[config.mk]
export PLATFORM = sky130hd
export DESIGN_NAME = sdo_block_download_framer
export DESIGN_NICKNAME = d
export VERILOG_FILES = /design/src/rtl/sdo_bdf_pkg.sv /design/src/rtl/sdo_bdf_fifo.sv /design/src/rtl/sdo_bdf_front.sv /design/src/rtl/sdo_bdf_back.sv /design/src/rtl/sdo_block_download_framer.sv
export SDC_FILE = /design/constraint.sdc
export NUM_CORES = 1
export LEC_CHECK = 0
export BUFFER_PORTS_ARGS = -buffer_cell sky130_fd_sc_hd__buf_2
export CORE_MARGIN = 3
export CORE_UTILIZATION = 60
export DETAILED_ROUTE_END_ITERATION = 6
export MAX_ROUTING_LAYER = met4
export PLACE_DENSITY = 0.8
export SETUP_SLACK_MARGIN = 0.1
export SYNTH_ARGS = -nofsm -noshare
export SYNTH_HDL_FRONTEND = slang
export SYNTH_SLANG_ARGS = --single-unit
[constraint.sdc]
create_clock -name clk -period 12.8 [get_ports clk]
set_input_delay 0.64 -clock clk [delete_from_list [all_inputs] [get_ports clk]]
set_output_delay 0.64 -clock clk [all_outputs]
set_load 0.02 [all_outputs]
[src/rtl/sdo_bdf_pkg.sv]
// Types, codes and constants shared by the SDO block download framer.
// No dependencies; imported by every module of the block except sdo_bdf_fifo.
`default_nettype none

package sdo_bdf_pkg;

    localparam int unsigned IMAGE_LENGTH_W = 24;
    localparam int unsigned NODE_W         = 7;
    localparam int unsigned CFG_DATA_W     = 24;

    // item kinds as they arrive, reused as internal operation codes
    typedef logic [1:0] op_t;
    localparam op_t OP_START = 2'd0;
    localparam op_t OP_BYTE  = 2'd1;
    localparam op_t OP_RESP  = 2'd2;
    localparam op_t OP_BAD   = 2'd3;

    typedef logic [2:0] status_t;
    localparam status_t ST_PROGRESS   = 3'd0;
    localparam status_t ST_DONE       = 3'd1;
    localparam status_t ST_ABORT      = 3'd2;
    localparam status_t ST_UNEXPECTED = 3'd3;
    localparam status_t ST_REJECTED   = 3'd4;

    // configuration register indexes
    typedef logic [0:0] cfg_index_t;
    localparam cfg_index_t REG_NODE_NUMBER  = 1'b0;
    localparam cfg_index_t REG_IMAGE_LENGTH = 1'b1;

    localparam logic [10:0] SDO_RX_BASE   = 11'h600;
    localparam logic [7:0]  CMD_INITIATE  = 8'hC6;
    localparam logic [7:0]  IDX_LOW       = 8'h50;
    localparam logic [7:0]  IDX_HIGH      = 8'h1F;
    localparam logic [7:0]  CMD_ABORT     = 8'h80;
    localparam logic [7:0]  CMD_BLOCK_ACK = 8'hA2;
    localparam logic [7:0]  CMD_END_OK    = 8'hA1;
    localparam logic [7:0]  CMD_END       = 8'hC1;
    localparam logic [7:0]  LAST_FLAG     = 8'h80;
    localparam logic [15:0] CRC_POLY      = 16'h1021;

    typedef struct packed {
        logic [1:0] kind;
        logic [7:0] data_byte;
        logic [7:0] response_command;
    } item_t;

    typedef struct packed {
        logic        frame_valid;
        logic [10:0] frame_identifier;
        logic [7:0]  frame_byte_zero;
        logic [7:0]  frame_byte_one;
        logic [7:0]  frame_byte_two;
        logic [7:0]  frame_byte_three;
        logic [7:0]  frame_byte_four;
        logic [7:0]  frame_byte_five;
        logic [7:0]  frame_byte_six;
        logic [7:0]  frame_byte_seven;
        status_t     status;
    } result_t;

    // classified item handed from front to back
    typedef struct packed {
        op_t        op;
        logic [7:0] data;
        logic       is_abort;
        logic       is_ack;
        logic       is_end_ok;
    } cmd_t;

    // CRC-16/XMODEM, one byte, MSB first
    function automatic logic [15:0] crc16_step(input logic [15:0] crc, input logic [7:0] b);
        logic [15:0] c;
        c = crc ^ {b, 8'h00};
        for (int i = 0; i < 8; i++)
        begin
            c = c[15] ? ((c << 1) ^ CRC_POLY) : (c << 1);
        end
        return c;
    endfunction

endpackage

`default_nettype wire

[src/rtl/sdo_bdf_fifo.sv]
// Small register-based queue with push/full and pop/empty sides.
// No dependencies; used between front and back and on the result side.
`default_nettype none

module sdo_bdf_fifo #(
    parameter int unsigned WIDTH = 8,
    parameter int unsigned DEPTH = 2
) (
    input  wire logic             clk,
    input  wire logic             rst_n,
    input  wire logic             push,
    output logic                  full,
    input  wire logic [WIDTH-1:0] wdata,
    input  wire logic             pop,
    output logic                  empty,
    output logic      [WIDTH-1:0] rdata
);

    localparam int unsigned PTR_W = (DEPTH > 1) ? $clog2(DEPTH) : 1;
    localparam int unsigned CNT_W = $clog2(DEPTH + 1);
    localparam logic [PTR_W-1:0] LAST_PTR = PTR_W'(DEPTH - 1);
    localparam logic [CNT_W-1:0] FULL_CNT = CNT_W'(DEPTH);

    logic [WIDTH-1:0] store_reg [DEPTH];
    logic [PTR_W-1:0] wr_ptr_reg, wr_ptr_next;
    logic [PTR_W-1:0] rd_ptr_reg, rd_ptr_next;
    logic [CNT_W-1:0] count_reg, count_next;
    logic             do_push, do_pop;

    assign full    = (count_reg == FULL_CNT);
    assign empty   = (count_reg == '0);
    assign do_push = push && !full;
    assign do_pop  = pop && !empty;
    assign rdata   = store_reg[rd_ptr_reg];

    always_comb
    begin
        wr_ptr_next = wr_ptr_reg;
        rd_ptr_next = rd_ptr_reg;
        count_next  = count_reg;
        if (do_push)
        begin
            wr_ptr_next = (wr_ptr_reg == LAST_PTR) ? '0 : wr_ptr_reg + 1'b1;
        end
        if (do_pop)
        begin
            rd_ptr_next = (rd_ptr_reg == LAST_PTR) ? '0 : rd_ptr_reg + 1'b1;
        end
        if (do_push && !do_pop)
        begin
            count_next = count_reg + 1'b1;
        end
        else if (do_pop && !do_push)
        begin
            count_next = count_reg - 1'b1;
        end
    end

    always_ff @(posedge clk or negedge rst_n)
    begin
        if (!rst_n)
        begin
            wr_ptr_reg <= '0;
            rd_ptr_reg <= '0;
            count_reg  <= '0;
        end
        else
        begin
            wr_ptr_reg <= wr_ptr_next;
            rd_ptr_reg <= rd_ptr_next;
            count_reg  <= count_next;
        end
    end

    always_ff @(posedge clk)
    begin
        if (do_push)
        begin
            store_reg[wr_ptr_reg] <= wdata;
        end
    end

endmodule

`default_nettype wire

[src/rtl/sdo_bdf_front.sv]
// Front end: takes input beats, classifies them and queues them for the engine.
// Depends on sdo_bdf_pkg and sdo_bdf_fifo.
`default_nettype none

module sdo_bdf_front
    import sdo_bdf_pkg::*;
#(
    parameter int unsigned QUEUE_DEPTH = 2
) (
    input  wire logic  clk,
    input  wire logic  rst_n,
    input  wire logic  push,
    output logic       full,
    input  wire item_t item,
    input  wire logic  pop,
    output logic       empty,
    output cmd_t       cmd
);

    cmd_t cls;

    // response bytes are pre-decoded so the engine only selects
    always_comb
    begin
        cls.op        = op_t'(item.kind);
        cls.data      = (item.kind == OP_BYTE) ? item.data_byte : item.response_command;
        cls.is_abort  = (item.response_command == CMD_ABORT);
        cls.is_ack    = (item.response_command == CMD_BLOCK_ACK);
        cls.is_end_ok = (item.response_command == CMD_END_OK);
    end

    sdo_bdf_fifo #(
        .WIDTH ($bits(cmd_t)),
        .DEPTH (QUEUE_DEPTH)
    ) u_queue (
        .clk   (clk),
        .rst_n (rst_n),
        .push  (push),
        .full  (full),
        .wdata (cls),
        .pop   (pop),
        .empty (empty),
        .rdata (cmd)
    );

endmodule

`default_nettype wire

[src/rtl/sdo_bdf_back.sv]
// Protocol engine: SDO block download sequencing, segment packing and CRC.
// Depends on sdo_bdf_pkg.
`default_nettype none

module sdo_bdf_back
    import sdo_bdf_pkg::*;
#(
    parameter int unsigned SEGMENTS_PER_BLOCK = 127,
    parameter int unsigned LENGTH_BITS        = 24
) (
    input  wire logic                  clk,
    input  wire logic                  rst_n,
    input  wire logic                  wr_en,
    input  wire cfg_index_t            wr_index,
    input  wire logic [CFG_DATA_W-1:0] wr_data,
    input  wire logic                  take,
    input  wire cmd_t                  cmd,
    output result_t                    res
);

    localparam logic [2:0] PH_IDLE      = 3'd0;
    localparam logic [2:0] PH_WAIT_INIT = 3'd1;
    localparam logic [2:0] PH_DATA      = 3'd2;
    localparam logic [2:0] PH_WAIT_ACK  = 3'd3;
    localparam logic [2:0] PH_WAIT_END  = 3'd4;

    localparam logic [6:0] SEG_LIMIT = 7'(SEGMENTS_PER_BLOCK);
    localparam logic [2:0] SEG_BYTES = 3'd7;

    logic [2:0]             phase_reg, phase_next;
    logic [LENGTH_BITS-1:0] bytes_reg, bytes_next;
    logic [2:0]             fill_reg, fill_next;
    logic [6:0]             seq_reg, seq_next;
    logic [15:0]            crc_reg, crc_next;
    logic [2:0]             unused_reg, unused_next;
    logic [NODE_W-1:0]      node_reg;
    logic [IMAGE_LENGTH_W-1:0] length_reg;
    logic [7:0]             seg_buf_reg [7];

    logic [LENGTH_BITS-1:0] len;
    logic [LENGTH_BITS:0]   bytes_inc;
    logic                   last;
    logic [2:0]             fill_inc;
    logic [6:0]             seq_inc;
    logic [7:0]             fb [8];
    logic                   fvalid;
    status_t                st;

    assign len       = length_reg[LENGTH_BITS-1:0];
    assign bytes_inc = {1'b0, bytes_reg} + 1'b1;
    assign last      = (bytes_inc >= {1'b0, len});
    assign fill_inc  = fill_reg + 1'b1;
    assign seq_inc   = seq_reg + 1'b1;

    always_comb
    begin
        phase_next  = phase_reg;
        bytes_next  = bytes_reg;
        fill_next   = fill_reg;
        seq_next    = seq_reg;
        crc_next    = crc_reg;
        unused_next = unused_reg;
        fvalid      = 1'b0;
        st          = ST_PROGRESS;
        for (int i = 0; i < 8; i++)
        begin
            fb[i] = 8'h00;
        end

        if (take)
        begin
            unique case (cmd.op)
                OP_START:
                begin
                    if (phase_reg == PH_IDLE)
                    begin
                        bytes_next  = '0;
                        fill_next   = '0;
                        seq_next    = '0;
                        crc_next    = '0;
                        unused_next = '0;
                        fvalid      = 1'b1;
                        fb[0]       = CMD_INITIATE;
                        fb[1]       = IDX_LOW;
                        fb[2]       = IDX_HIGH;
                        fb[4]       = 8'(len);
                        fb[5]       = 8'(24'(len) >> 8);
                        fb[6]       = 8'(24'(len) >> 16);
                        phase_next  = PH_WAIT_INIT;
                    end
                    else
                    begin
                        st = ST_REJECTED;
                    end
                end
                OP_BYTE:
                begin
                    if (phase_reg == PH_DATA && bytes_reg < len && fill_reg < SEG_BYTES)
                    begin
                        bytes_next = bytes_inc[LENGTH_BITS-1:0];
                        crc_next   = crc16_step(crc_reg, cmd.data);
                        fill_next  = fill_inc;
                        if (fill_inc == SEG_BYTES || last)
                        begin
                            fvalid = 1'b1;
                            fb[0]  = {last, seq_inc};
                            for (int i = 0; i < 7; i++)
                            begin
                                if (3'(i) == fill_reg)
                                begin
                                    fb[i+1] = cmd.data;
                                end
                                else if (3'(i) < fill_reg)
                                begin
                                    fb[i+1] = seg_buf_reg[i];
                                end
                            end
                            fill_next = '0;
                            seq_next  = seq_inc;
                            // unused bytes of the closing segment, for the end frame
                            if (last)
                            begin
                                unused_next = SEG_BYTES - fill_inc;
                            end
                            if (last || seq_inc >= SEG_LIMIT)
                            begin
                                phase_next = PH_WAIT_ACK;
                            end
                        end
                    end
                    else
                    begin
                        st = ST_REJECTED;
                    end
                end
                OP_RESP:
                begin
                    unique case (phase_reg)
                        PH_WAIT_INIT:
                        begin
                            if (cmd.is_abort)
                            begin
                                phase_next = PH_IDLE;
                                st         = ST_ABORT;
                            end
                            else if (len == '0)
                            begin
                                fvalid     = 1'b1;
                                fb[0]      = CMD_END + {3'b000, unused_reg, 2'b00};
                                fb[1]      = crc_reg[7:0];
                                fb[2]      = crc_reg[15:8];
                                phase_next = PH_WAIT_END;
                            end
                            else
                            begin
                                phase_next = PH_DATA;
                            end
                        end
                        PH_WAIT_ACK:
                        begin
                            if (cmd.is_ack)
                            begin
                                seq_next = '0;
                                if (bytes_reg >= len)
                                begin
                                    fvalid     = 1'b1;
                                    fb[0]      = CMD_END + {3'b000, unused_reg, 2'b00};
                                    fb[1]      = crc_reg[7:0];
                                    fb[2]      = crc_reg[15:8];
                                    phase_next = PH_WAIT_END;
                                end
                                else
                                begin
                                    phase_next = PH_DATA;
                                end
                            end
                            else
                            begin
                                phase_next = PH_IDLE;
                                st         = cmd.is_abort ? ST_ABORT : ST_UNEXPECTED;
                            end
                        end
                        PH_WAIT_END:
                        begin
                            phase_next = PH_IDLE;
                            if (cmd.is_end_ok)
                            begin
                                st = ST_DONE;
                            end
                            else if (cmd.is_abort)
                            begin
                                st = ST_ABORT;
                            end
                            else
                            begin
                                st = ST_UNEXPECTED;
                            end
                        end
                        default:
                        begin
                            st = ST_REJECTED;
                        end
                    endcase
                end
                default:
                begin
                    st = ST_REJECTED;
                end
            endcase
        end
    end

    always_comb
    begin
        res.frame_valid      = fvalid;
        res.frame_identifier = fvalid ? (SDO_RX_BASE + {4'b0000, node_reg}) : 11'h000;
        res.frame_byte_zero  = fb[0];
        res.frame_byte_one   = fb[1];
        res.frame_byte_two   = fb[2];
        res.frame_byte_three = fb[3];
        res.frame_byte_four  = fb[4];
        res.frame_byte_five  = fb[5];
        res.frame_byte_six   = fb[6];
        res.frame_byte_seven = fb[7];
        res.status           = st;
    end

    always_ff @(posedge clk or negedge rst_n)
    begin
        if (!rst_n)
        begin
            phase_reg  <= PH_IDLE;
            bytes_reg  <= '0;
            fill_reg   <= '0;
            seq_reg    <= '0;
            crc_reg    <= '0;
            unused_reg <= '0;
            node_reg   <= NODE_W'(1);
            length_reg <= IMAGE_LENGTH_W'(1);
        end
        else
        begin
            phase_reg  <= phase_next;
            bytes_reg  <= bytes_next;
            fill_reg   <= fill_next;
            seq_reg    <= seq_next;
            crc_reg    <= crc_next;
            unused_reg <= unused_next;
            // registers are locked while a download is under way
            if (wr_en && phase_reg == PH_IDLE)
            begin
                unique case (wr_index)
                    REG_NODE_NUMBER:  node_reg   <= wr_data[NODE_W-1:0];
                    REG_IMAGE_LENGTH: length_reg <= wr_data[IMAGE_LENGTH_W-1:0];
                    default:          node_reg   <= node_reg;
                endcase
            end
        end
    end

    // segment buffer: bytes past the fill point are masked on read
    always_ff @(posedge clk)
    begin
        for (int i = 0; i < 7; i++)
        begin
            if (take && cmd.op == OP_BYTE && phase_reg == PH_DATA && fill_reg == 3'(i))
            begin
                seg_buf_reg[i] <= cmd.data;
            end
        end
    end

endmodule

`default_nettype wire

[src/rtl/sdo_block_download_framer.sv]
// SDO block download framer, client side, for object 0x1F50. One input beat is
// a start request, one firmware byte or the command byte of a received server
// reply; every input beat yields exactly one result beat, which carries a CAN
// frame to send (initiate, segment or end frame) and/or a status. Input and
// result sides are both queues, two deep each, so a stall on either side is
// absorbed for a few beats before it reaches the other: with pop held low,
// full rises once four beats are waiting (two results, two in the front queue).
// Throughput is one beat per clock while the result queue has room, as the
// engine finishes every item in the cycle it takes it. An accepted input beat
// is registered in the front queue; the engine writes its result straight
// into the result queue, whose registers drive the result ports. The engine
// updates the CRC-16/XMODEM and segment buffer in the same cycle it takes a byte.
// node_number and image_length are written through wr_en/wr_index/wr_data and
// are ignored while a download is in progress (any phase other than idle).
// Depends on sdo_bdf_pkg, sdo_bdf_fifo, sdo_bdf_front and sdo_bdf_back.
`default_nettype none

module sdo_block_download_framer
    import sdo_bdf_pkg::*;
#(
    parameter int unsigned SEGMENTS_PER_BLOCK = 127,
    parameter int unsigned LENGTH_BITS        = 24
) (
    input  wire logic                  clk,
    input  wire logic                  rst_n,
    // input queue side
    input  wire logic                  push,
    output logic                       full,
    input  wire item_t                 item,
    // result queue side
    output logic                       empty,
    input  wire logic                  pop,
    output result_t                    result,
    // configuration writes
    input  wire logic                  wr_en,
    input  wire cfg_index_t            wr_index,
    input  wire logic [CFG_DATA_W-1:0] wr_data
);

    cmd_t    cmd;
    logic    cmd_empty;
    logic    res_full;
    logic    take;
    result_t res;

    // engine moves one beat whenever there is one and room to put its result
    assign take = !cmd_empty && !res_full;

    sdo_bdf_front #(
        .QUEUE_DEPTH (2)
    ) u_front (
        .clk   (clk),
        .rst_n (rst_n),
        .push  (push),
        .full  (full),
        .item  (item),
        .pop   (take),
        .empty (cmd_empty),
        .cmd   (cmd)
    );

    sdo_bdf_back #(
        .SEGMENTS_PER_BLOCK (SEGMENTS_PER_BLOCK),
        .LENGTH_BITS        (LENGTH_BITS)
    ) u_back (
        .clk      (clk),
        .rst_n    (rst_n),
        .wr_en    (wr_en),
        .wr_index (wr_index),
        .wr_data  (wr_data),
        .take     (take),
        .cmd      (cmd),
        .res      (res)
    );

    // result queue decouples the engine from a stalled consumer
    sdo_bdf_fifo #(
        .WIDTH ($bits(result_t)),
        .DEPTH (2)
    ) u_result_q (
        .clk   (clk),
        .rst_n (rst_n),
        .push  (take),
        .full  (res_full),
        .wdata (res),
        .pop   (pop),
        .empty (empty),
        .rdata (result)
    );

    // a result without a frame carries an all-zero identifier
    a_no_frame_zero_id: assert property (@(posedge clk) disable iff (!rst_n)
        (take && !res.frame_valid) |-> (res.frame_identifier == 11'h000))
        else $error("frameless result with non-zero identifier");

    // a rejected item never produces a frame
    a_reject_no_frame: assert property (@(posedge clk) disable iff (!rst_n)
        (take && res.status == ST_REJECTED) |-> !res.frame_valid)
        else $error("rejected item produced a frame");

    // an item taken by the engine leaves the result queue non-empty next cycle
    a_result_queued: assert property (@(posedge clk) disable iff (!rst_n)
        take |=> !empty)
        else $error("engine result lost");

    // a start item into the engine either opens a download or is rejected
    a_start_outcome: assert property (@(posedge clk) disable iff (!rst_n)
        (take && cmd.op == OP_START) |->
            ((res.frame_valid && res.frame_byte_zero == CMD_INITIATE)
             || res.status == ST_REJECTED))
        else $error("start item gave no initiate frame and no rejection");

endmodule

`default_nettype wire
After elaboration in Yosys (flattened, before gate mapping) --
Memories as Yosys holds them, arrays and structs flattened. Cells that the tools add are included.
Storage, ports and cells: word-level logic and storage cells 270, output and inout bits 81, bits in registers 95, input port bits 48, bits in writable memories 240, memories kept 3
Cells by class: $lt $le $gt $ge 12, mux-type cells 131, bitwise gates (word level) 10, equality and inequality tests 33, reductions and logical operators 53, add/subtract/negate cells 14
Memories:
- u_result_q.store_reg | depth 2, bits a word 79, read ports 1, clocked after Yosys merged registers in 0, wr ports 1, line sdo_bdf_fifo.sv:24 | logic [WIDTH-1:0] store_reg [DEPTH];
- u_back.seg_buf_reg | depth 7, bits a word 8, read ports 7, clocked after Yosys merged registers in 0, wr ports 1, line sdo_bdf_back.sv:38 | logic [7:0] seg_buf_reg [7];
- u_front.u_queue.store_reg | depth 2, bits a word 13, read ports 1, clocked after Yosys merged registers in 0, wr ports 1, line sdo_bdf_fifo.sv:24
Operators by type and width (number):
- 24-bit two-way mux | 8
- 64-bit two-way mux | 3
- 8-bit two-way mux | 23
- 24-bit one-hot mux with 2 select lines | 3
- 13-bit two-way mux | 8
- 3-bit two-way mux | 25
- 24-bit one-hot mux with 3 select lines | 1
- 8-bit OR reduction | 6
- 1-bit two-way mux | 37
- 3-bit one-hot mux with 3 select lines | 4
- 7-bit two-way mux | 5
- 16-bit two-way mux | 2
- 16-bit one-hot mux with 2 select lines | 1
- 24-bit by 1-bit adder with 25-bit output, second input constant | 1
- 25-bit by 24-bit greater-or-equal comparator with 1-bit output | 1
- 8-bit == test, second input constant | 3
- 24-bit greater-or-equal comparator | 1
- 24-bit logical NOT | 1
- 24-bit less-than comparator | 1
- 3-bit inverter | 8
- 1-bit logical AND | 21
- 7-bit one-hot mux with 3 select lines | 1
- 16-bit XOR | 1
- 3-bit == test, second input constant | 5
- 39 further kinds | 83

Depth between registers and ports, before layout --
Gate-level depths: netlist (run 1). An unclocked memory read counts as a cell.
depth in word-level cells 20, mapped depth 19, gate-level depth less buffers 16

Hierarchy --
A second synthesis (run 1) with hierarchy kept.
Second synthesis, totals: cells, all modules 1295, area total of the unflattened synthesis 16769.8 sq um
Modules (own cells, without submodules):
- sdo_bdf_back | seq. area each 3861.2 sq um, times used 1, cells each 953, area an instance 9098.7 sq um
- sdo_bdf_fifo (u_result_q) | seq. area each 4844.6 sq um, times used 1, cells each 265, area an instance 6298.5 sq um
- sdo_bdf_fifo (u_front.u_queue) | seq. area each 880.8 sq um, times used 1, cells each 59, area an instance 1168.6 sq um
- sdo_bdf_front | seq. area each 0.0 sq um, times used 1, cells each 17, area an instance 200.2 sq um
- sdo_block_download_framer | seq. area each 0.0 sq um, times used 1, cells each 1, area an instance 3.8 sq um

Worst setup path after synthesis (run 1) --
No wires, ideal clock.
kind flip-flop to flip-flop, start register u_back.bytes_reg[0], end memory u_result_q.store_reg[0][57] (netlist bit), data pin, stages on the path, launching flop included 20, period minus slack after synthesis 4.339 ns, setup time 0.265 ns, data required time 12.535 ns, path buffers 3, setup slack 8.461 ns, arrival 4.074 ns, path through dfrtp_1 ha_1 and3_1 nand4_1 nor2_1 and3_1 clkbuf_1 nand3_1 xnor2_1 ha_1 nand3_1 o221ai_1 a21o_1 a32o_1 or4_1 buf_4 nand2_8 nor2_2 buf_6 a221o_1
RTL lines:
- from (decl) | line sdo_bdf_back.sv:31 | logic [LENGTH_BITS-1:0] bytes_reg, bytes_next;
- from (signal assigned) | line sdo_bdf_back.sv:244 | bytes_reg <= bytes_next;
- to (decl) | line sdo_bdf_fifo.sv:24

==> results of run 1 <==
==> path summary, 6_finish.rpt <==
kind,to,slack (ps),cells past startpoint
worst max-delay path,u_result_q.store_reg[1][34],7630,15
worst min-delay path,u_back.len[3],150,1
worst max register to register,u_result_q.store_reg[1][34],7630,15
worst min register to register,u_front.u_queue.wr_ptr_reg,490,1
max in group asynchronous,u_result_q.rd_ptr_reg,11490,2
min in group clk,u_front.u_queue.store_reg[1][11],330,1
==> per-layer routing <==
layer / routed length, µm / GRT usage, % / vias to the layer above
met5: 0 / - / -
met4: 1209 / 9.498 / 0
met3: 2915 / 4.603 / 81
met2: 17860 / 42.30 / 521
met1: 15220 / 36.61 / 5233
li1: - / - / 4824
==> synth_stat cells, types with 9 or more instances <==
| master | n |
|---|---|
| sky130_fd_sc_hd__mux2_2 | 122 |
| sky130_fd_sc_hd__nand3_1 | 29 |
| sky130_fd_sc_hd__nand4_1 | 16 |
| sky130_fd_sc_hd__a22o_1 | 17 |
| sky130_fd_sc_hd__a221o_1 | 9 |
| sky130_fd_sc_hd__nand2_1 | 116 |
| sky130_fd_sc_hd__inv_1 | 41 |
| sky130_fd_sc_hd__and2_1 | 13 |
| sky130_fd_sc_hd__o21ai_0 | 73 |
| sky130_fd_sc_hd__nor4_1 | 11 |
| sky130_fd_sc_hd__and3_1 | 10 |
| sky130_fd_sc_hd__xor2_1 | 27 |
| sky130_fd_sc_hd__nor3_1 | 14 |
| sky130_fd_sc_hd__clkbuf_1 | 28 |
| sky130_fd_sc_hd__nor2_1 | 58 |
| sky130_fd_sc_hd__buf_2 | 9 |
| sky130_fd_sc_hd__dfrtp_1 | 93 |
| sky130_fd_sc_hd__xnor2_1 | 35 |
| sky130_fd_sc_hd__a32o_1 | 9 |
| sky130_fd_sc_hd__a21oi_1 | 29 |
| sky130_fd_sc_hd__a22oi_1 | 37 |
| sky130_fd_sc_hd__ha_1 | 60 |
| sky130_fd_sc_hd__edfxtp_1 | 232 |
==> cells by family after synthesis <==
| group | Yosys count | share of synthesized area (%) |
|---|---|---|
| xor+xnor | 62 | 3.466 |
| compound gates | 241 | 10.73 |
| mux | 129 | 9.215 |
| buf+inv | 94 | 2.611 |
| fa+ha+maj | 60 | 4.791 |
| simple gates | 307 | 9.511 |
| flops | 327 | 59.65 |
| other cells | 1 | 0.02393 |
==> layout make-up <==
class,instances,area [µm²],share of cell area (%)
sequential,327,9350,52.97
multi-input combinational,801,5927,33.57
clock buffer,53,1005,5.691
timing repair buffer,135,700.7,3.969
tap,330,412.9,2.339
inverter,42,157.7,0.8930
clock inverter,11,100.1,0.5670
==> report_power, final <==
group / internal (µW) / switching (µW) / total, µW
clock: 566 / 403 / 969
combinational: 568 / 996 / 1560
sequential: 1580 / 255 / 1830
total: 2710 / 1650 / 4370
==> stage by stage <==
step / area (µm²) / cells / worst slack (ps) / utilization, %
2_1_floorplan: 15670 / 1222 / 8461 / -
3_3_place_gp: 16550 / 1635 / 7893 / 65.15
3_5_place_dp: 16550 / 1635 / 7698 / 65.15
4_1_cts: 17650 / 1699 / 7707 / 69.50
5_1_grt: 17650 / 1699 / 7308 / 69.50
6_report: 17650 / 1699 / 7629 / 69.50
==> worst max-delay path, cell delays in order (launching register included) <==
cell                       delay [ps]
sky130_fd_sc_hd__dfrtp_1          430
sky130_fd_sc_hd__ha_1             270
sky130_fd_sc_hd__and3_1           290
sky130_fd_sc_hd__nand4_1          240
sky130_fd_sc_hd__nor2_1           300
sky130_fd_sc_hd__and3_1           290
sky130_fd_sc_hd__nand3_1          140
sky130_fd_sc_hd__xnor2_1          150
sky130_fd_sc_hd__ha_1             300
sky130_fd_sc_hd__nand3_1          160
sky130_fd_sc_hd__o221ai_1         170
sky130_fd_sc_hd__a21o_1           200
sky130_fd_sc_hd__a32o_1           220
sky130_fd_sc_hd__or4_1            740
sky130_fd_sc_hd__nand3_2          630
sky130_fd_sc_hd__o21ai_0          300
==> results.txt, run 1 <==
- The flow ran to the end, and the final reports show no timing, DRC or antenna violations.
* Hold Path Class: in -> async
- Fraction of final layout cells sized beyond drive strength 1: 24.40%
- Number of H-tree branching levels: 2
- After detailed routing, the average wire length per cell comes to 21.90 µm.
- Synth cell types: 75
* Final routed DRC violation total: 0
- Max-cap violations in this run came to 0.
- Initial core utilization: 61.69%
- The startpoint identified for the worst register-to-register timing path is u_back.bytes_reg[0].
- Layout Nets: 1450
- The library cells used most frequently in the layout, excluding fill and tap cells, are 232 x sky130_fd_sc_hd__edfxtp_1, 125 x sky130_fd_sc_hd__buf_2, 122 x sky130_fd_sc_hd__mux2_2, 116 x sky130_fd_sc_hd__nand2_1, 92 x sky130_fd_sc_hd__dfrtp_1.
- Fraction of post-synthesis cell area in the top cell type by area: 44.46%
* Crit Path Category: reg -> reg
- Maximum resistive drop on vdd: 0.0001797 V
- For the worst-skew pair, the clock arrives at the later sink with an insertion delay of 520 ps.
* Placed wire-length estimate after detailed placement: 25460 µm
- Async set or reset register ratio after synthesis: 29.05%
- Area growth from synthesis to layout: 12.66%
- Using the TritonRoute via totals, the vias-per-cell ratio works out to 6.274.
- In this run the tightest slew margin relative to its limit is 18.85%.
* Number of clock sinks: 327
- The count of nets left with antenna violations once routing finished came out at 0.
* Post-route clock skew: 18.27 ps
* Kind of start point of the critical path: flip-flop
- Synthesized area divided by synthesized cell count: 12.83 µm²
* Die ar.: 28090 µm²
* Total overflow reported by the global router: 0
* Post-synthesis instance area: 15670 µm²
- The initial antenna violation count is 0.
- In the synthesized netlist the dominant register cell turns out to be sky130_fd_sc_hd__edfxtp_1.
* Via count of the routed design: 10.66k
- Most area-consuming cells after synthesis: sky130_fd_sc_hd__edfxtp_1 44%, sky130_fd_sc_hd__dfrtp_1 15%, sky130_fd_sc_hd__mux2_2 8.8%
- TritonCTS built the clock tree.
* Worst slack on hold paths: 150.1 ps
* Global-route wire length before repair: 58410 µm
* Port-buffer cells: 126
* First-pass iteration count of the detailed router: 5
- In this run the worst setup path begins at u_back.bytes_reg[0].
- Gates resized during post-CTS repair numbered 0.
* Flops & latches, synth: 327
* Maximum frequency from static timing analysis: 193.4 MHz
* Signal arrival time at the worst endpoint: 5380 ps
- After the first detailed-routing iteration, the DRC count stood at 1120.
- Yosys printed 0 warnings.
* Power density over the cells: 247.3 nW/µm²
* Summed negative setup slack over all endpoints: 0 ps
* Clock transition time at the flip-flop clock pins of the worst setup and hold paths: 60 ps
- In this run the deepest clock path goes through 3 buffers.
- At the pin with the least slew margin, the transition time is 1213 ps.
- Static leakage: 0.006911 µW
- Pin count of the biggest net entering global routing: 77
- Of the synthesized area, sequential elements account for 59.65%.
- The final layout contains routed wiring with a total length of 37210 µm.
- Number of primary I/O pins: 129
- N_diodes: 0
- The die is 167.6 µm tall.
* Most common cell after layout, fill and taps aside: sky130_fd_sc_hd__edfxtp_1
- After clock tree synthesis, the setup repair step added 0 buffers.
- Filler Cells Inserted: 1766
- Number of failing setup endpoints in the final timing report: 0
- Period utilisation layout: 40.40%
- Setup repair after global routing left no endpoint under its margin.
- Row generation in the floorplan step produced 58 rows.
- The worst path in the final design needs a cycle of 5171 ps, including I/O delays and setup.
- STA classifies the critical path endpoint as a flip-flop.
* Global-route usage over all layers: 27.12%
* Final Total Pwr: 4366 µW
* Crit-path max FO: 32
- Number of global-route vias before repair: 10.55k
* Final count of pins violating max slew: 0
- Post-synthesis instance total: 1221
- For this design, the CTS-stage hold fixing added 0 buffers.
- The final number of hold-violating endpoints was 0.
- The root buffer cell chosen for the clock tree is sky130_fd_sc_hd__clkbuf_16.
* Floorplan core area: 25400 µm²
- Post-synth top area cell: sky130_fd_sc_hd__edfxtp_1
- The die is 167.6 µm wide.
- TritonCTS buffer count: 35
- Routability congestion estimate: 0.9590
* Post-synth EDFFs: 232
- The register with the most flip-flops in the layout has 150 of them.
* Required time reported for the critical path endpoint: 13010 ps
(Power assumes the default switching activity.)
==> inputs of run 2 (changes only) <==
clock period = 4.9 ns   (was 12.8 ns; I/O delays follow)
==> run 2 against run 1 <==
Compared with the run above: sequential power increased to 2.6 times the previous value; largest power group unchanged; clock power rose to 2.6 times the previous value; worst hold slack got worse by 98 ps; die area stayed put; clock skew rose by 4.3 ps; via count grew 1.7%; sequential share of layout area down 0.98 points.
==> results.txt, run 2 (synthesis results as in run 1) <==
- The flow ran to the end, and the final reports show no timing, DRC or antenna violations.
- The worst setup margin was 426.9 ps (-7202 ps).
- Most common cell after layout, fill and taps aside: sky130_fd_sc_hd__edfxtp_1
- The cell count after placement is 1644 (+0.55%).
- Power density over the cells: 636.4 nW/µm² (+160%)
- Final Hold Violating Endpoints: 0 (unchanged)
- The total die area was 28090 µm² (unchanged).
- The effective utilization at floorplan was 61.69% (unchanged).
- The global routing stage identified its most utilized layer as met2.
* Antenna-violating nets left: 0 (unchanged)
* Critical path capture point type: flip-flop
- The cell area after placement came to 16630 µm² (+0.48%).
- Hold endpoint: u_front.u_queue.store_reg[0][9]
- In this run the most critical hold path is launched from item[14].
- Pin count of the biggest net entering global routing: 77 (unchanged)
* Routability congestion estimate: 0.9478 (-1.2%)
- The maximum operating frequency came to 223.6 MHz (+16%).
- TritonCTS built the clock tree.
- The count of buffers inserted at the top-level ports came to 126 (unchanged).
- The static leakage power is 0.007070 µW (+2.3%).
- The number of H-tree branching levels came to 2 (unchanged).
- Hold depth: 2
* Cell row count: 58 (unchanged)
* Met2 track utilization from global routing: 43.89% (+1.6 points)
* Initial DRC Count: 1074 (-4.1%)
- The maximum single-stage delay on the critical path was 620 ps (-120 ps).
- Worst reg-to-reg setup slack: 430 ps (-7200 ps)
* Worst reg-to-reg path cell count: 16 (+1)
* Commonest cells after routing, fill and taps aside: 232 x sky130_fd_sc_hd__edfxtp_1, 125 x sky130_fd_sc_hd__buf_2, 122 x sky130_fd_sc_hd__mux2_2, 116 x sky130_fd_sc_hd__nand2_1, 92 x sky130_fd_sc_hd__dfrtp_1
- Chip height: 167.6 µm (unchanged)
* Number of primary I/O pins: 129 (unchanged)
- CTS root buffer: sky130_fd_sc_hd__clkbuf_16
* Post-route clock skew: 22.52 ps (+4.250 ps)
- The global-route congestion overflow total came to 0 (unchanged).
- The number of sinks driven by the clock tree came to 327 (unchanged).
- Kind of cell adding the most delay to the critical path: simple AND/OR/NAND/NOR gates
- The largest driver fanout on the critical path came to 11 (-66%).
- Post-route insts no fill: 1733 (+2.0%)
* Signal arrival time at the worst endpoint: 4720 ps (-660 ps)
- Number of flip-flops in the largest register: 150 (unchanged)
- The detailed placer's ending HPWL came to 25600 µm (+0.53%).
- The placeable core area was 25400 µm² (unchanged).
- WL/cell: 22.08 µm (+0.80%)
- The clock transition at the register clock pins on the worst setup and hold paths after CTS is 60 ps (about the same).
- Reported max-cap violation count: 0 (unchanged)
- The global-route met1 utilization was 36.42% (-0.20 points).
- Maximum resistive drop on vdd: 0.0004655 V (+160%)
* Area growth from synthesis to layout: 14.79%
- Period minus WS final: 4473 ps (-698.4 ps)
- Crit Path Category: reg -> reg
- Fraction of final layout cells sized beyond drive strength 1: 24.59% (+0.19 points)
- The endpoint identified for the worst register-to-register timing path is u_result_q.store_reg[1][43].
- The first-pass GRT wire length is 59450 µm (+1.8%).
- The share of the clock period used by the worst path after layout was 91.29% (+51 points).
- Layout Nets: 1486 (+2.5%)
- The headroom to the max-slew limit came to 14.72% (-4.1 points).
- First-pass iteration count of the detailed router: 6 (+1)
- Via count of the routed design: 10.84k (+1.7%)
- Horiz. Die Dim: 167.6 µm (unchanged)
- Cell area after layout: 17990 µm² (+1.9%)
- Cell-by-cell trace of the critical path: ha_1 -> and3_1 -> nand4_1 -> nor2_1 -> and3_1 -> nand3_1 -> xnor2_1 -> ha_1 -> nand3_1 -> o221ai_1 -> a21o_1 -> a32o_1 -> or4_4 -> nand2_8 -> nor2_2 -> a221o_2
* Final routed DRC violation total: 0 (unchanged)
* Routed wire length: 38260 µm (+2.8%)
- The largest individual stage delay along the critical path comes from the cell sky130_fd_sc_hd__or4_4.
* Antenna violations before repair: 0 (unchanged)
- Global-route usage over all layers: 27.70% (+0.58 points)
* Number of global-route vias before repair: 10.82k (+2.6%)
* Average via count per standard cell: 6.253 (-0.33%)
- TritonCTS buffer count: 35 (unchanged)
- The final antenna diode count was 0 (unchanged).
- Number of failing setup endpoints in the final timing report: 0 (unchanged)
- Clock Tree Buf Depth: 3 (unchanged)
- Critical R2R Launch: u_back.bytes_reg[0]
- DP Worst Slack: 326.0 ps (-7372 ps)
- Unrepaired setup endpoints after global routing: false
* Number of buffer and inverter stages on the critical path: 0 (unchanged)
- Latest clock arrival within the worst-skew pair: 520 ps (about the same)
- The number of pins with negative max-slew slack in the final report came to 0 (unchanged).
- The worst path required time came to 5150 ps (-7860 ps).
- The path class of the tightest hold or removal check is in -> reg.
* Slew at the pin with the worst max-slew slack: 1272 ps (+58.90 ps)
- The overall power after layout was 11450 µW (+160%).
- The aggregate negative setup slack is 0 ps (unchanged).
- STA classifies the critical path startpoint as a flip-flop.
- Global Route met3 Usage: 4.863% (+0.26 points)
==> run 2: changes by cell type in the layout (fill, tap and decap cells not counted), moves of 3 or more <==
| cell | delta |
|---|---|
| sky130_fd_sc_hd__clkbuf_1 | -3 |
| sky130_fd_sc_hd__clkinv_2 | +3 |
| sky130_fd_sc_hd__buf_4 | +8 |
| sky130_fd_sc_hd__dlygate4sd3_1 | +27 |
==> run 2: stage by stage <==
stage	utilization (%)	hold slack (ps)
3_3_place_gp	65.47	301.7
2_1_floorplan	-	-50.59
6_report	70.81	52.33
3_5_place_dp	65.47	309.4
4_1_cts	70.80	37.53
5_1_grt	70.81	44.72
==> run 2: layout make-up <==
cell class	instances	area (µm²)
Clock buffer	48	954.7
Inverter	42	157.7
Fill cell	1723	7413
Timing Repair Buffer	171	1051
Tap cell	330	412.9
Clock inverter	14	128.9
Multi-Input combinational cell	801	5931
Sequential cell	327	9350
==> run 2: metal layers <==
layer  part of all wire (%)  wire length, µm  vias to the layer above
met5                      0                0                        -
met4                    3.7             1402                        0
met3                    7.7             2938                       95
met2                     49            18630                      472
met1                     40            15290                     5375
li1                       -                -                     4894
==> run 2: timing repair <==
action | in CTS | in global routing
hold buffers | 27 | 0
hold endpoints to repair | 77 | 0
gates resized for setup | 0 | 1
endpoints found under the setup margin | 0 | 18
setup buffers | 0 | 0
==> run 2: where the power goes <==
| group | total [µW] | switching, µW | internal (µW) |
|---|---|---|---|
| registers | 4770 | 651 | 4120 |
| logic | 4170 | 2660 | 1500 |
| clock network | 2510 | 1040 | 1470 |
==> run 2: worst max-delay path by stage <==
stage	start	endpoint	slack [ps]	cells past startpoint
after global routing	u_back.bytes_reg[0]	u_result_q.store_reg[1][43]	180	16
final	u_back.bytes_reg[0]	u_result_q.store_reg[1][43]	430	16
after detailed placement	u_back.bytes_reg[0]	u_result_q.store_reg[1][43]	330	16
after floorplan	u_back.bytes_reg[0]	u_result_q.store_reg[0][57]	560	19
after global placement	u_back.bytes_reg[0]	u_result_q.store_reg[0][43]	410	16
after CTS	u_back.bytes_reg[0]	u_result_q.store_reg[1][43]	290	16
==> inputs of run 3 (changes only) <==
CORE_UTILIZATION = 24   (was 60)
PLACE_DENSITY = default   (was 0.8)
SYNTH_HIERARCHICAL = 1   (was default)
==> run 3 against run 2 <==
Compared with the run above: largest power group is now combinational logic; worst setup slack better by 140 ps; utilization down 42 points; critical path depth decreased by 1; via count shrank 0.72%; critical path type unchanged.
==> results.txt, run 3 <==
- The fill cell total of the finished layout is 7061 (+310%).
- The aggregate negative setup slack came to 0 ps (unchanged).
* Total overflow reported by the global router: 0 (unchanged)
- Post-synth top area cell: sky130_fd_sc_hd__edfxtp_1
- The number of synthesized register bits came to 335 (+2.4%).
- The library cell used most frequently in the layout, excluding fill and tap cells, is sky130_fd_sc_hd__edfxtp_1.
- Number of primary I/O pins: 129 (unchanged)
- The number of pins with negative max-slew slack in the final report is 0 (unchanged).
- The maximum number of buffers from clock root to sink is 3 (unchanged).
* Routability congestion estimate: 0.8479 (-11%)
* Final routed DRC violation total: 0 (unchanged)
- The count of standard-cell rows came to 96 (+66%).
- For this design, the slowest cell found on the critical path is sky130_fd_sc_hd__dfrtp_1.
- The initial antenna violation count came to 1 (+1).
- The first-pass GRT wire length was 66750 µm (+12%).
- Setup repair bufs after CTS: 0 (unchanged)
* Horiz. Die Dim: 270.3 µm (+61%)
- Maximum resistive drop on vdd: 0.0003671 V (-21%)
* Die ar.: 73080 µm² (+160%)
- The share of the clock period used by the worst path after layout is 88.43% (-2.9 points).
* Post-synth EDFFs: 240 (+3.4%)
- Commonest cells after routing, fill and taps aside: 240 x sky130_fd_sc_hd__edfxtp_1, 127 x sky130_fd_sc_hd__buf_2, 106 x sky130_fd_sc_hd__nand2_1, 96 x sky130_fd_sc_hd__mux2_4, 92 x sky130_fd_sc_hd__dfrtp_1
- The fraction of final layout cells sized beyond drive strength 1 came to 25.27% (+0.68 points).
* Synthesized area divided by synthesized cell count: 12.95 µm² (+0.91%)
- The final period demand of the worst path is 4333 ps (-140.1 ps).
- Cell with the most instances after synthesis: sky130_fd_sc_hd__edfxtp_1
- Sum of met2 wire segment lengths after detailed routing: 20890 µm (+12%)
* Area growth from synthesis to layout: 18.72%
- The aggregate global-route resource usage came to 11.90% (-16 points).
- The share of Yosys cell area claimed by the top area cell type was 42.98% (-1.5 points).
- The run finished with clean final reports.
* Placed wire-length estimate after detailed placement: 30990 µm (+21%)
- Warnings from Yosys: 6 (+6)
* Share of synthesized area occupied by flip-flops and latches: 57.17% (-2.5 points)
* Cell-by-cell trace of the critical path: and3_1 -> and4_2 -> and4_1 -> nand2_1 -> nor2_1 -> xor2_1 -> ha_1 -> nand3_1 -> nor4_2 -> a21oi_1 -> a21oi_1 -> nor2_1 -> a21oi_1 -> nand2_1 -> o21ai_0
- Port-buffer cells: 128 (+1.6%)
* Crit-path max FO: 8 (-3)
- Clock transition time at the flip-flop clock pins of the worst setup and hold paths: 60 ps (about the same)
* Average via count per standard cell: 4.475 (-28%)
- The detailed-route via count was 10.76k (-0.72%).
- The headroom to the max-slew limit was 21.44% (+6.7 points).
- The worst path required time was 5190 ps (+40 ps).
* Unrepaired setup endpoints after global routing: false
- Number of failing setup endpoints in the final timing report: 0 (unchanged)
* Maximum single-stage delay on the critical path: 480 ps (-140 ps)
- The number of sinks driven by the clock tree came to 335 (+2.4%).
- Initial core utilization: 24.32% (-37 points)
* Met3 routed wirelength: 1921 µm (-35%)
- WL/cell: 17.81 µm (-19%)
* WL met1: 18920 µm (+24%)
- The CTS buffer count came to 37 (+5.7%).
- The netlist area before placement was 16770 µm² (+7.0%).
- The areal power density over the cells is 629.3 nW/µm² (-1.1%).
- Uppermost layer routed: met4
- The measured slew at the worst slew-check pin is 1176 ps (-95.65 ps).
- Predominant post-synthesis flop cell: sky130_fd_sc_hd__edfxtp_1
* Commonest cells post-synth: 240 x sky130_fd_sc_hd__edfxtp_1, 107 x sky130_fd_sc_hd__nand2_1, 96 x sky130_fd_sc_hd__mux2_4
* Number of H-tree branching levels: 2 (unchanged)
* Critical path capture point type: flip-flop
- The die outline height is 270.3 µm (+61%).
* Number of flip-flops in the largest register: 158 (+5.3%)
* Layout Nets: 1552 (+4.4%)
- Placed cell count: 2307 (+40%)
* Hold Path Class: in -> reg
- The placeable core area is 68950 µm² (+170%).
- Post-route clock skew: 16.53 ps (-5.990 ps)
- The static leakage power is 0.007814 µW (+11%).
- Pin count of the biggest net entering global routing: 70 (-9.1%)
- Reported max-cap violation count: 0 (unchanged)
- The initial DRC count was 696 (-35%).
- Final Hold Violating Endpoints: 0 (unchanged)
- Antenna-violating nets left: 0 (unchanged)
- STA classifies the critical path startpoint as a flip-flop.
* Post-route insts no fill: 2404 (+39%)
- The via count of the first global-routing pass was 10.96k (+1.3%).
- Post-synthesis instance total: 1295 (+6.1%)
- CP dominant cell by count: sky130_fd_sc_hd__a21oi_1
- Signal arrival time at the worst endpoint: 4620 ps (-100 ps)
- The count of unique library cells instantiated by Yosys is 68 (-9.3%).
* Most area-consuming cells after synthesis: sky130_fd_sc_hd__edfxtp_1 43%, sky130_fd_sc_hd__dfrtp_1 14%, sky130_fd_sc_hd__mux2_4 8.6%
- The maximum operating frequency was 230.8 MHz (+3.2%).
- The root buffer cell chosen for the clock tree is sky130_fd_sc_hd__clkbuf_16.
- CTS tree: done
- The total wire length after detailed routing came to 42810 µm (+12%).
* Async set or reset register ratio after synthesis: 28.36% (-0.69 points)
- The length of the first detailed-routing pass in iterations came to 5 (-1).
- The clock insertion delay at the later pin of the skew report was 540 ps (+20 ps).
- Crit Path Category: reg -> reg
==> run 3: worst max-delay path, delay by kind of cell, from the launching register on <==
family                     cells  cell delay, ps
adders and majority gates      1             300
DFF                            1             480
AOI/OAI and AO/OA              4            1090
xor gates and xnor gates       1             100
and+or+nand+nor                9            2110
==> run 3: final timing paths <==
path                                           from                           to  cells after the start  slack (ps)
worst max-delay path            u_back/bytes_reg[2]  u_result_q/store_reg[0][62]                     15         570
worst min register to register   u_back/node_reg[1]           u_back/node_reg[1]                      1         500
max in group asynchronous                     rst_n        u_result_q/rd_ptr_reg                      3        3480
min in group asynchronous                     rst_n           u_back/node_reg[3]                      2         390
worst min-delay path                            pop        u_result_q/rd_ptr_reg                      3          30
worst max register to register  u_back/bytes_reg[2]  u_result_q/store_reg[0][62]                     15         570
==> run 3: logic make-up (layout without fill, tap and decap cells) <==
family,after synthesis,count (layout),synth area share [%]
AO/OA/AOI/OAI,252,252,9.647
XOR/XNOR,62,62,3.238
AND/OR/NAND/NOR,330,330,10.08
multiplexers,140,140,11.50
other,1,3,0.02236
buffers and inverters,114,290,3.798
flip-flops,335,335,57.17
adder cells (fa/ha/maj),61,61,4.551
==> run 3: what timing repair did <==
action                     in CTS  in global routing
resized for setup               0                  5
hold buffers                   28                  0
setup endpoints to repair       0                 77
hold endpoints to repair      101                  0
==> run 3: layout make-up <==
class / instances / area (µm²) / area share (%)
antenna: 1 / 2.502 / 0.01257
clock buffer: 46 / 1033 / 5.191
clock inverter: 22 / 252.7 / 1.269
inverter: 44 / 165.2 / 0.8296
multi-input combinational: 847 / 6586 / 33.08
sequential: 335 / 9590 / 48.17
tap: 931 / 1165 / 5.851
timing repair buffer: 178 / 1114 / 5.593
==> run 3: per-stage QoR <==
step / util [%] / hold slack, ps / cell area [µm²] / total power [µW] / setup slack (ps)
2_1_floorplan: - / -50.59 / 16770 / 8190 / 219.7
3_3_place_gp: 26.59 / 449.5 / 18330 / 9675 / 636.8
3_5_place_dp: 26.59 / 454.3 / 18330 / 9754 / 467.4
4_1_cts: 28.86 / 6.946 / 19900 / 12750 / 432.2
5_1_grt: 28.88 / 32.37 / 19910 / 13270 / 115.6
6_report: 28.88 / 30.18 / 19910 / 12530 / 567.0
==> run 3: metal layers <==
layer,up-vias,global-route usage (%)
met1,5331,15.28
met5,-,-
met3,61,1.892
met2,273,19.39
li1,5093,-
met4,0,3.507
==> run 3: power breakdown <==
group	switching (µW)	internal (µW)	leakage [µW]
registers	488	4150	0.00350
clock network	1150	1770	0.000620
logic	3030	1940	0.00369
